<file path="config.mk">
export PLATFORM = sky130hd
export DESIGN_NAME = dfs_visit_order
export DESIGN_NICKNAME = d
export VERILOG_FILES = /design/src/rtl/dvo_pkg.sv /design/src/rtl/dvo_ram.sv /design/src/rtl/dvo_pick.sv /design/src/rtl/dfs_visit_order.sv
export SDC_FILE = /design/constraint.sdc
export NUM_CORES = 1
export LEC_CHECK = 0
export BUFFER_PORTS_ARGS = -buffer_cell sky130_fd_sc_hd__buf_2
export CAP_MARGIN = 20
export CORE_ASPECT_RATIO = 1.25
export CORE_UTILIZATION = 25
export CTS_CLUSTER_SIZE = 40
export DETAILED_ROUTE_END_ITERATION = 8
export GPL_ROUTABILITY_DRIVEN = 0
export PLACE_DENSITY = 0.37
export SETUP_SLACK_MARGIN = 0.02
export SYNTH_ARGS = -nofsm -noshare
export SYNTH_HDL_FRONTEND = slang
export SYNTH_HIERARCHICAL = 1
export SYNTH_SLANG_ARGS = --single-unit
</file>
<file path="constraint.sdc">
create_clock -name clk -period 6.5 [get_ports clk]
set_clock_uncertainty 0.2 [all_clocks]
set_input_delay 1.3 -clock clk [delete_from_list [all_inputs] [get_ports clk]]
set_output_delay 1.3 -clock clk [all_outputs]
set_load 0.005 [all_outputs]
</file>
<file path="src/rtl/dvo_pkg.sv">
`timescale 1ns / 1ps
`default_nettype none

package dvo_pkg;

	localparam int VERTEX_W = 4;
	localparam int ROW_W    = 16;
	localparam int ROWS     = 16;
	localparam int DEPTH_W  = 5;

	typedef enum logic [1:0] {
		ST_IDLE,
		ST_READ,
		ST_EVAL,
		ST_POP
	} state_t;

	typedef struct packed {
		logic                found;
		logic [VERTEX_W-1:0] idx;
	} pick_t;

endpackage

`default_nettype wire

</file>
<file path="src/rtl/dvo_ram.sv">
`timescale 1ns / 1ps
`default_nettype none

module dvo_ram #(
	parameter int WIDTH = 16,
	parameter int DEPTH = 16
) (
	input  wire logic                     clk,
	input  wire logic                     we,
	input  wire logic [$clog2(DEPTH)-1:0] waddr,
	input  wire logic [WIDTH-1:0]         wdata,
	input  wire logic                     re,
	input  wire logic [$clog2(DEPTH)-1:0] raddr,
	output logic      [WIDTH-1:0]         rdata
);

	logic [WIDTH-1:0] mem_q [DEPTH];

	always_ff @(posedge clk) begin
		if (we) begin
			mem_q[waddr] <= wdata;
		end
		if (re) begin
			rdata <= mem_q[raddr];
		end
	end

endmodule

`default_nettype wire

</file>
<file path="src/rtl/dvo_pick.sv">
`timescale 1ns / 1ps
`default_nettype none

module dvo_pick (
	input  wire logic [dvo_pkg::ROW_W-1:0] open_bits,
	output dvo_pkg::pick_t                 pick
);

	// lowest set bit wins
	always_comb begin
		pick.found = |open_bits;
		pick.idx   = '0;
		for (int i = dvo_pkg::ROW_W - 1; i >= 0; i--) begin
			if (open_bits[i]) begin
				pick.idx = dvo_pkg::VERTEX_W'(i);
			end
		end
	end

endmodule

`default_nettype wire

</file>
<file path="src/rtl/dfs_visit_order.sv">
`timescale 1ns / 1ps
`default_nettype none
// Depth-first visit order over a graph held as an adjacency matrix.
// Input stream: one adjacency row per transfer; tdata carries row_index in
// bits 3:0 and row_bits in bits 19:4, tlast marks the final row. Rows load
// one per cycle while idle. A transfer with tlast stores its row, then runs
// the walk from the vertex held in the start register (cfg_we / cfg_wdata).
// Output stream: one transfer per visited vertex in visit order, vertex in
// tdata bits 3:0, tlast on the final vertex. A start vertex not below the
// vertex count gives no output.
// The walk steps through one shared lowest-set-bit picker: each advance goes
// through a row read and a pick, and each backtrack through a stack read and
// a pick. The input side is not ready while a walk runs. One output register
// holds a vertex until taken; a stalled receiver holds the walk at its next
// new vertex.
// Reset clears the start register, the visited map, the stack depth and the
// output valid; matrix rows must be written before they are used.
module dfs_visit_order #(
	parameter int VERTICES = 16
) (
	input  wire logic        clk,
	input  wire logic        arst_n,
	input  wire logic        cfg_we,
	input  wire logic [3:0]  cfg_wdata,
	input  wire logic        s_axis_tvalid,
	output logic             s_axis_tready,
	input  wire logic [23:0] s_axis_tdata,  // row_index, row_bits
	input  wire logic        s_axis_tlast,
	output logic             m_axis_tvalid,
	input  wire logic        m_axis_tready,
	output logic      [7:0]  m_axis_tdata,  // vertex
	output logic             m_axis_tlast
);

	localparam int LIMIT = (VERTICES < dvo_pkg::ROWS) ? VERTICES : dvo_pkg::ROWS;
	localparam logic [dvo_pkg::DEPTH_W-1:0] LIM = dvo_pkg::DEPTH_W'(LIMIT);
	localparam logic [dvo_pkg::ROW_W-1:0] ROW_MASK = (LIMIT >= dvo_pkg::ROW_W) ?
		'1 : dvo_pkg::ROW_W'((1 << LIMIT) - 1);

	localparam int VW = dvo_pkg::VERTEX_W;
	localparam int RW = dvo_pkg::ROW_W;

	dvo_pkg::state_t state_q, state_d;

	logic [VW-1:0]               start_q;
	logic [RW-1:0]               visited_q;
	logic [dvo_pkg::DEPTH_W-1:0] depth_q;
	logic [VW-1:0]               cur_q;
	logic [VW-1:0]               pend_q;
	logic                        out_valid_q;
	logic [VW-1:0]               out_vertex_q;
	logic                        out_last_q;

	logic [VW-1:0] in_row;
	logic [RW-1:0] in_bits;
	logic          in_xfer;
	logic          row_ok;
	logic          start_ok;
	logic          walk_go;
	logic          out_free;

	logic          adj_we;
	logic          adj_re;
	logic [VW-1:0] adj_raddr;
	logic [RW-1:0] adj_rdata;
	logic          stk_we;
	logic          stk_re;
	logic [VW-1:0] stk_raddr;
	logic [VW-1:0] stk_rdata;

	logic [RW-1:0]  open_bits;
	dvo_pkg::pick_t pick;
	logic           do_adv;
	logic           do_pop;
	logic           do_end;

	assign in_row   = s_axis_tdata[3:0];
	assign in_bits  = s_axis_tdata[19:4];
	assign in_xfer  = s_axis_tvalid && s_axis_tready;
	assign row_ok   = {1'b0, in_row} < LIM;
	assign start_ok = {1'b0, start_q} < LIM;
	assign walk_go  = in_xfer && s_axis_tlast && start_ok;
	assign out_free = !out_valid_q || m_axis_tready;

	assign open_bits = adj_rdata & ~visited_q & ROW_MASK;

	dvo_pick u_pick (
		.open_bits (open_bits),
		.pick      (pick)
	);

	dvo_ram #(.WIDTH(RW), .DEPTH(dvo_pkg::ROWS)) u_adj (
		.clk   (clk),
		.we    (adj_we),
		.waddr (in_row),
		.wdata (in_bits & ROW_MASK),
		.re    (adj_re),
		.raddr (adj_raddr),
		.rdata (adj_rdata)
	);

	dvo_ram #(.WIDTH(VW), .DEPTH(dvo_pkg::ROWS)) u_stack (
		.clk   (clk),
		.we    (stk_we),
		.waddr (depth_q[VW-1:0]),
		.wdata (cur_q),
		.re    (stk_re),
		.raddr (stk_raddr),
		.rdata (stk_rdata)
	);

	// sequencer outputs
	always_comb begin
		s_axis_tready = 1'b0;
		adj_we        = 1'b0;
		adj_re        = 1'b0;
		adj_raddr     = cur_q;
		do_adv        = 1'b0;
		do_pop        = 1'b0;
		do_end        = 1'b0;
		case (state_q)
			dvo_pkg::ST_IDLE: begin
				s_axis_tready = 1'b1;
				adj_we        = in_xfer && row_ok;
			end
			dvo_pkg::ST_READ: begin
				adj_re = 1'b1;
			end
			dvo_pkg::ST_EVAL: begin
				do_adv = pick.found && out_free;
				do_pop = !pick.found && (depth_q != '0);
				do_end = !pick.found && (depth_q == '0) && out_free;
			end
			dvo_pkg::ST_POP: begin
				adj_re    = 1'b1;
				adj_raddr = stk_rdata;
			end
			default: begin
			end
		endcase
	end

	assign stk_we    = do_adv;
	assign stk_re    = do_pop;
	assign stk_raddr = VW'(depth_q - dvo_pkg::DEPTH_W'(1));

	// sequencer next state
	always_comb begin
		state_d = state_q;
		case (state_q)
			dvo_pkg::ST_IDLE: begin
				if (walk_go) begin
					state_d = dvo_pkg::ST_READ;
				end
			end
			dvo_pkg::ST_READ: begin
				state_d = dvo_pkg::ST_EVAL;
			end
			dvo_pkg::ST_EVAL: begin
				if (do_adv) begin
					state_d = dvo_pkg::ST_READ;
				end else if (do_pop) begin
					state_d = dvo_pkg::ST_POP;
				end else if (do_end) begin
					state_d = dvo_pkg::ST_IDLE;
				end
			end
			dvo_pkg::ST_POP: begin
				state_d = dvo_pkg::ST_EVAL;
			end
			default: begin
				state_d = dvo_pkg::ST_IDLE;
			end
		endcase
	end

	always_ff @(posedge clk or negedge arst_n) begin
		if (!arst_n) begin
			state_q     <= dvo_pkg::ST_IDLE;
			start_q     <= '0;
			visited_q   <= '0;
			depth_q     <= '0;
			cur_q       <= '0;
			out_valid_q <= 1'b0;
		end else begin
			state_q <= state_d;
			if (cfg_we) begin
				start_q <= cfg_wdata;
			end
			if (in_xfer && s_axis_tlast) begin
				depth_q   <= '0;
				visited_q <= start_ok ? (RW'(1) << start_q) : '0;
				cur_q     <= start_q;
			end else if (do_adv) begin
				depth_q   <= depth_q + dvo_pkg::DEPTH_W'(1);
				visited_q <= visited_q | (RW'(1) << pick.idx);
				cur_q     <= pick.idx;
			end else if (do_pop) begin
				depth_q <= depth_q - dvo_pkg::DEPTH_W'(1);
			end else if (state_q == dvo_pkg::ST_POP) begin
				cur_q <= stk_rdata;
			end
			if (do_adv || do_end) begin
				out_valid_q <= 1'b1;
			end else if (m_axis_tready) begin
				out_valid_q <= 1'b0;
			end
		end
	end

	// vertex found but not yet sent, held until its last flag is known
	always_ff @(posedge clk) begin
		if (walk_go) begin
			pend_q <= start_q;
		end else if (do_adv) begin
			pend_q <= pick.idx;
		end
		if (do_adv || do_end) begin
			out_vertex_q <= pend_q;
			out_last_q   <= do_end;
		end
	end

	assign m_axis_tvalid = out_valid_q;
	assign m_axis_tdata  = {4'b0000, out_vertex_q};
	assign m_axis_tlast  = out_last_q;

`ifndef NO_ASSERTIONS
	a_depth_bound: assert property (@(posedge clk) disable iff (!arst_n)
		depth_q < LIM)
		else $error("stack depth beyond vertex count");

	a_cur_visited: assert property (@(posedge clk) disable iff (!arst_n)
		(state_q == dvo_pkg::ST_EVAL) |-> visited_q[cur_q])
		else $error("current vertex not marked visited");

	a_adv_fresh: assert property (@(posedge clk) disable iff (!arst_n)
		do_adv |-> !visited_q[pick.idx])
		else $error("advance to a visited vertex");

	a_end_last: assert property (@(posedge clk) disable iff (!arst_n)
		do_end |=> (m_axis_tvalid && m_axis_tlast))
		else $error("walk end without final transfer");
`endif

endmodule

`default_nettype wire

</file>
==> out/qor.tcl <==
set qor(max_clock_freq_ghz) 0.234
set qor(hold_viol) 0
set qor(track_usage) 0.117
set qor(max-clock-path-buffers) 3
set qor(ir_worst_vdd_mv) 0.202
set qor(cp_max_fo) 32
set qor(critical_path.reg2reg.endpoint) {u_adj/rdata[10]$_DFFE_PP_}
set qor(synthesis.area_sq_um) 15300
set qor(netlist-cell-type-count) 61
set qor(yosys.area.top_type_share) 0.684
set qor(chipWidth_um) 223
set qor(count_of_buffers_added_by_post_cts_timing_repair_for_setup) 0
set qor(dominantRegCellSynth) {sky130_fd_sc_hd__edfxtp_1}
set qor(design.final.nets) 926
set qor(cp_data_required_time_ns) 6.58
set qor(whs_path_depth) 0
set qor(final_number_of_max_transition_violations) 0
set qor(total_grt_overflow) 0
set qor(hold_path_startpoint) {pend_q[1]$_DFFE_PP_}
set qor(chipHeight_um) 279
set qor(post_route_cells_drive_above_1_share) 0.247
set qor(multiInputGateArea_sq_um) 3810
set qor(tritoncts_num_sinks) 381
set qor(drt_pre_antenna_iters) 4
set qor(cap_violations) 0
set qor(area.growth.synth_to_final_pct) 16.3
set qor(post_drt_via_cell_ratio) 4.52
set qor(synth_largest_area_cell) {sky130_fd_sc_hd__edfxtp_1}
set qor(drtIter0Drc) 505
set qor(timing.critical_path.arrival_ns) 4.37
set qor(dr_total_vias) 7669
set qor(pwr_density_cell_nw_per_um2) 442
set qor(grt_first_pass_wirelength_mm) 54.2
set qor(ys_warn_count) 6
set qor(number_of_antenna_violations_at_the_first_check_in_global_routing) 3
set qor(routedWlPerCell_um) 21.1
set qor(grt_max_degree) 42
set qor(synth.yosys.seq_area_share) 0.736
set qor(result_of_the_run) {complete, no violations}
set qor(ys_seq_elements) 381
set qor(setup_violations) 0
set qor(n_antenna_cell) 0
set qor(overall_die_area_sq_um) 62300
set qor(min_period_over_period) 0.659
set qor(final-seq-area_sq_um) 11300
set qor(syn-instance-count) 823
set qor(floorplan.initialDensity) 0.253
set qor(cts_hold_buf) 0
set qor(rr_worst_depth) 6
set qor(post_synth.cell_area_avg_sq_um) 18.6
set qor(routed_wl_mm) 35.7
set qor(hold_ws_ns) 0.223
set qor(hold_path_class) {flop to flop}
set qor(setup-tns-final_ns) 0
set qor(fin_crit_ns) 4.28
set qor(first_global_vias) 8182
set qor(kind_of_critical_path) {flop to flop}
set qor(place.port_buffers) 36
set qor(min_to) {out_vertex_q[1]$_DFFE_PP_}
set qor(clock_insertion_delay_worst_skew_ns) 0.56
set qor(reg2reg_setup_slack_ns) 2.22
set qor(worstReg2RegStart) {state_q[0]$_DFFE_PN0P_}
set qor(worst_setup_path_start_kind) {flop}
set qor(antenna_left) 0
set qor(dp_hpwl_mm) 22.1
set qor(remaining_drc_errors) 0
set qor(synthMostInstantiatedCell) {sky130_fd_sc_hd__edfxtp_1}
set qor(tritoncts_clock_tree) {yes}
set qor(post_cts_resize_count) 0
set qor(cts_buffers) 42
set qor(end_kind) {flop}
set qor(synth_enable_flop_cells) 349
set qor(slew_headroom) 0.322
set qor(i_o_pin_cnt) 45
set qor(synth.top_cells.by_area) {sky130_fd_sc_hd__edfxtp_1 68%, sky130_fd_sc_hd__mux4_2 8.2%, sky130_fd_sc_hd__dfrtp_1 5.2%}
set qor(worstMarginPinSlew_ns) 1.02
set qor(ctsHtreeMaxLevel) 2
set qor(clk_pin_slew_worst_paths_ns) 0.06
set qor(clock_tree.root_cell) {sky130_fd_sc_hd__clkbuf_16}
set qor(core_sq_um) 60700
set qor(commonest_cells_in_the_netlist) {349 x sky130_fd_sc_hd__edfxtp_1, 56 x sky130_fd_sc_hd__mux4_2, 55 x sky130_fd_sc_hd__nor2_1, 43 x sky130_fd_sc_hd__nand2_1, 36 x sky130_fd_sc_hd__a22oi_1}
set qor(grt_setup_unrepaired) {false}
set qor(ys_async_sr_fraction) 0.0840
set qor(total_of_fill_cells_in_the_finished_design) 5994
set qor(static_leak_nw) 5.83
set qor(rows) 101
metrics by stage:
stage,power (mW),area (sq um),util,setup slack [ns],instances
2_1_floorplan,4.90,15300,-,2.60,826
3_3_place_gp,5.72,16500,0.271,2.06,1616
3_5_place_dp,5.70,16500,0.271,2.01,1616
4_1_cts,8.04,17800,0.293,2.00,1693
5_1_grt,8.35,17800,0.294,1.70,1695
6_report,7.88,17800,0.294,2.22,1695
cells in the final DEF (no fill, tap or decap), drive strengths merged, types with 2 or more instances in the layout:
cell type and instances:
clkinvlp 2, dfrtp 32, a22oi 36, inv 10
mux4 80, nor2 56, conb 4, nand3 18
o211ai 2, a31oi 6, ha 2, a21oi 25
o22ai 9, buf 61, nor3 11, and3 2
or2 3, clkbuf 51, and2 2, clkinv 22
nand2b 8, nor4 3, edfxtp 349, or3 3
o31ai 2, o311ai 2, o21ai 18, nor2b 26
or3b 3, bufinv 2, nand2 43, mux2 9
nand3b 7
worst max-delay path by stage:
stage,startpoint,end,slack [ns]
6_report,state_q[0]$_DFFE_PN0P_,u_adj/rdata[10]$_DFFE_PP_,2.22
5_1_grt,state_q[0]$_DFFE_PN0P_,u_adj/rdata[11]$_DFFE_PP_,1.70
4_1_cts,state_q[0]$_DFFE_PN0P_,u_adj/rdata[11]$_DFFE_PP_,2.00
3_5_place_dp,state_q[0]$_DFFE_PN0P_,u_adj/rdata[11]$_DFFE_PP_,2.01
3_3_place_gp,state_q[0]$_DFFE_PN0P_,u_adj/rdata[11]$_DFFE_PP_,2.06
2_1_floorplan,s_axis_tvalid,u_adj/mem_q[0][0]$_DFFE_PP_,2.60
worst max-delay path: stages (launching register included):
cell and delay (ns):
sky130_fd_sc_hd__dfrtp_1 1.00, sky130_fd_sc_hd__nand2_1 0.37, sky130_fd_sc_hd__mux2_4 0.74, sky130_fd_sc_hd__buf_4 0.64, sky130_fd_sc_hd__mux4_1 0.62, sky130_fd_sc_hd__a22oi_1 0.24, sky130_fd_sc_hd__nand2_1 0.15
cell families (layout without fill, tap and decap cells):
| kind of cell | Yosys count | count (layout) | share of synthesized area |
|---|---|---|---|
| buf+inv | 51 | 148 | 0.0202 |
| xor+xnor | 2 | 2 | 0.00114 |
| simple gates | 189 | 189 | 0.0646 |
| compound gates | 107 | 107 | 0.0456 |
| fa+ha+maj | 2 | 2 | 0.00163 |
| other cells | 1 | 4 | 0.000245 |
| mux | 90 | 90 | 0.131 |
| flops | 381 | 381 | 0.736 |
report_power, final:
group          internal [mW]  switching, mW  leakage (nW)
sequential              3.03          0.214          3.55
combinational          0.966           1.37          1.62
clock                   1.31          0.987         0.656
state kept, by name (all words and copies together) (netlist names), 2 cells and up:
signal	count
u_adj/rdata	16
out_vertex_q	4
u_adj/mem_q	256
pend_q	4
start_q	4
u_stack/rdata	4
u_stack/mem_q	64
depth_q	5
visited_q	16
cur_q	4
state_q	2
routing by layer:
metal / global-route usage / share of wire
met1: 0.157 / 0.46
met2: 0.196 / 0.49
met3: 0.0212 / 0.033
met4: 0.0318 / 0.020
met5: 0 / 0.00022
layout make-up:
class                   count  share of cell area
flip-flops and latches    381               0.633
multi-input cells         394               0.214
clock buffers              51              0.0621
well taps                 772              0.0542
repair buffers             61              0.0215
clock inverters            26              0.0129
inverters                  10             0.00218
No activity file was read; power rests on OpenSTA's default activity.
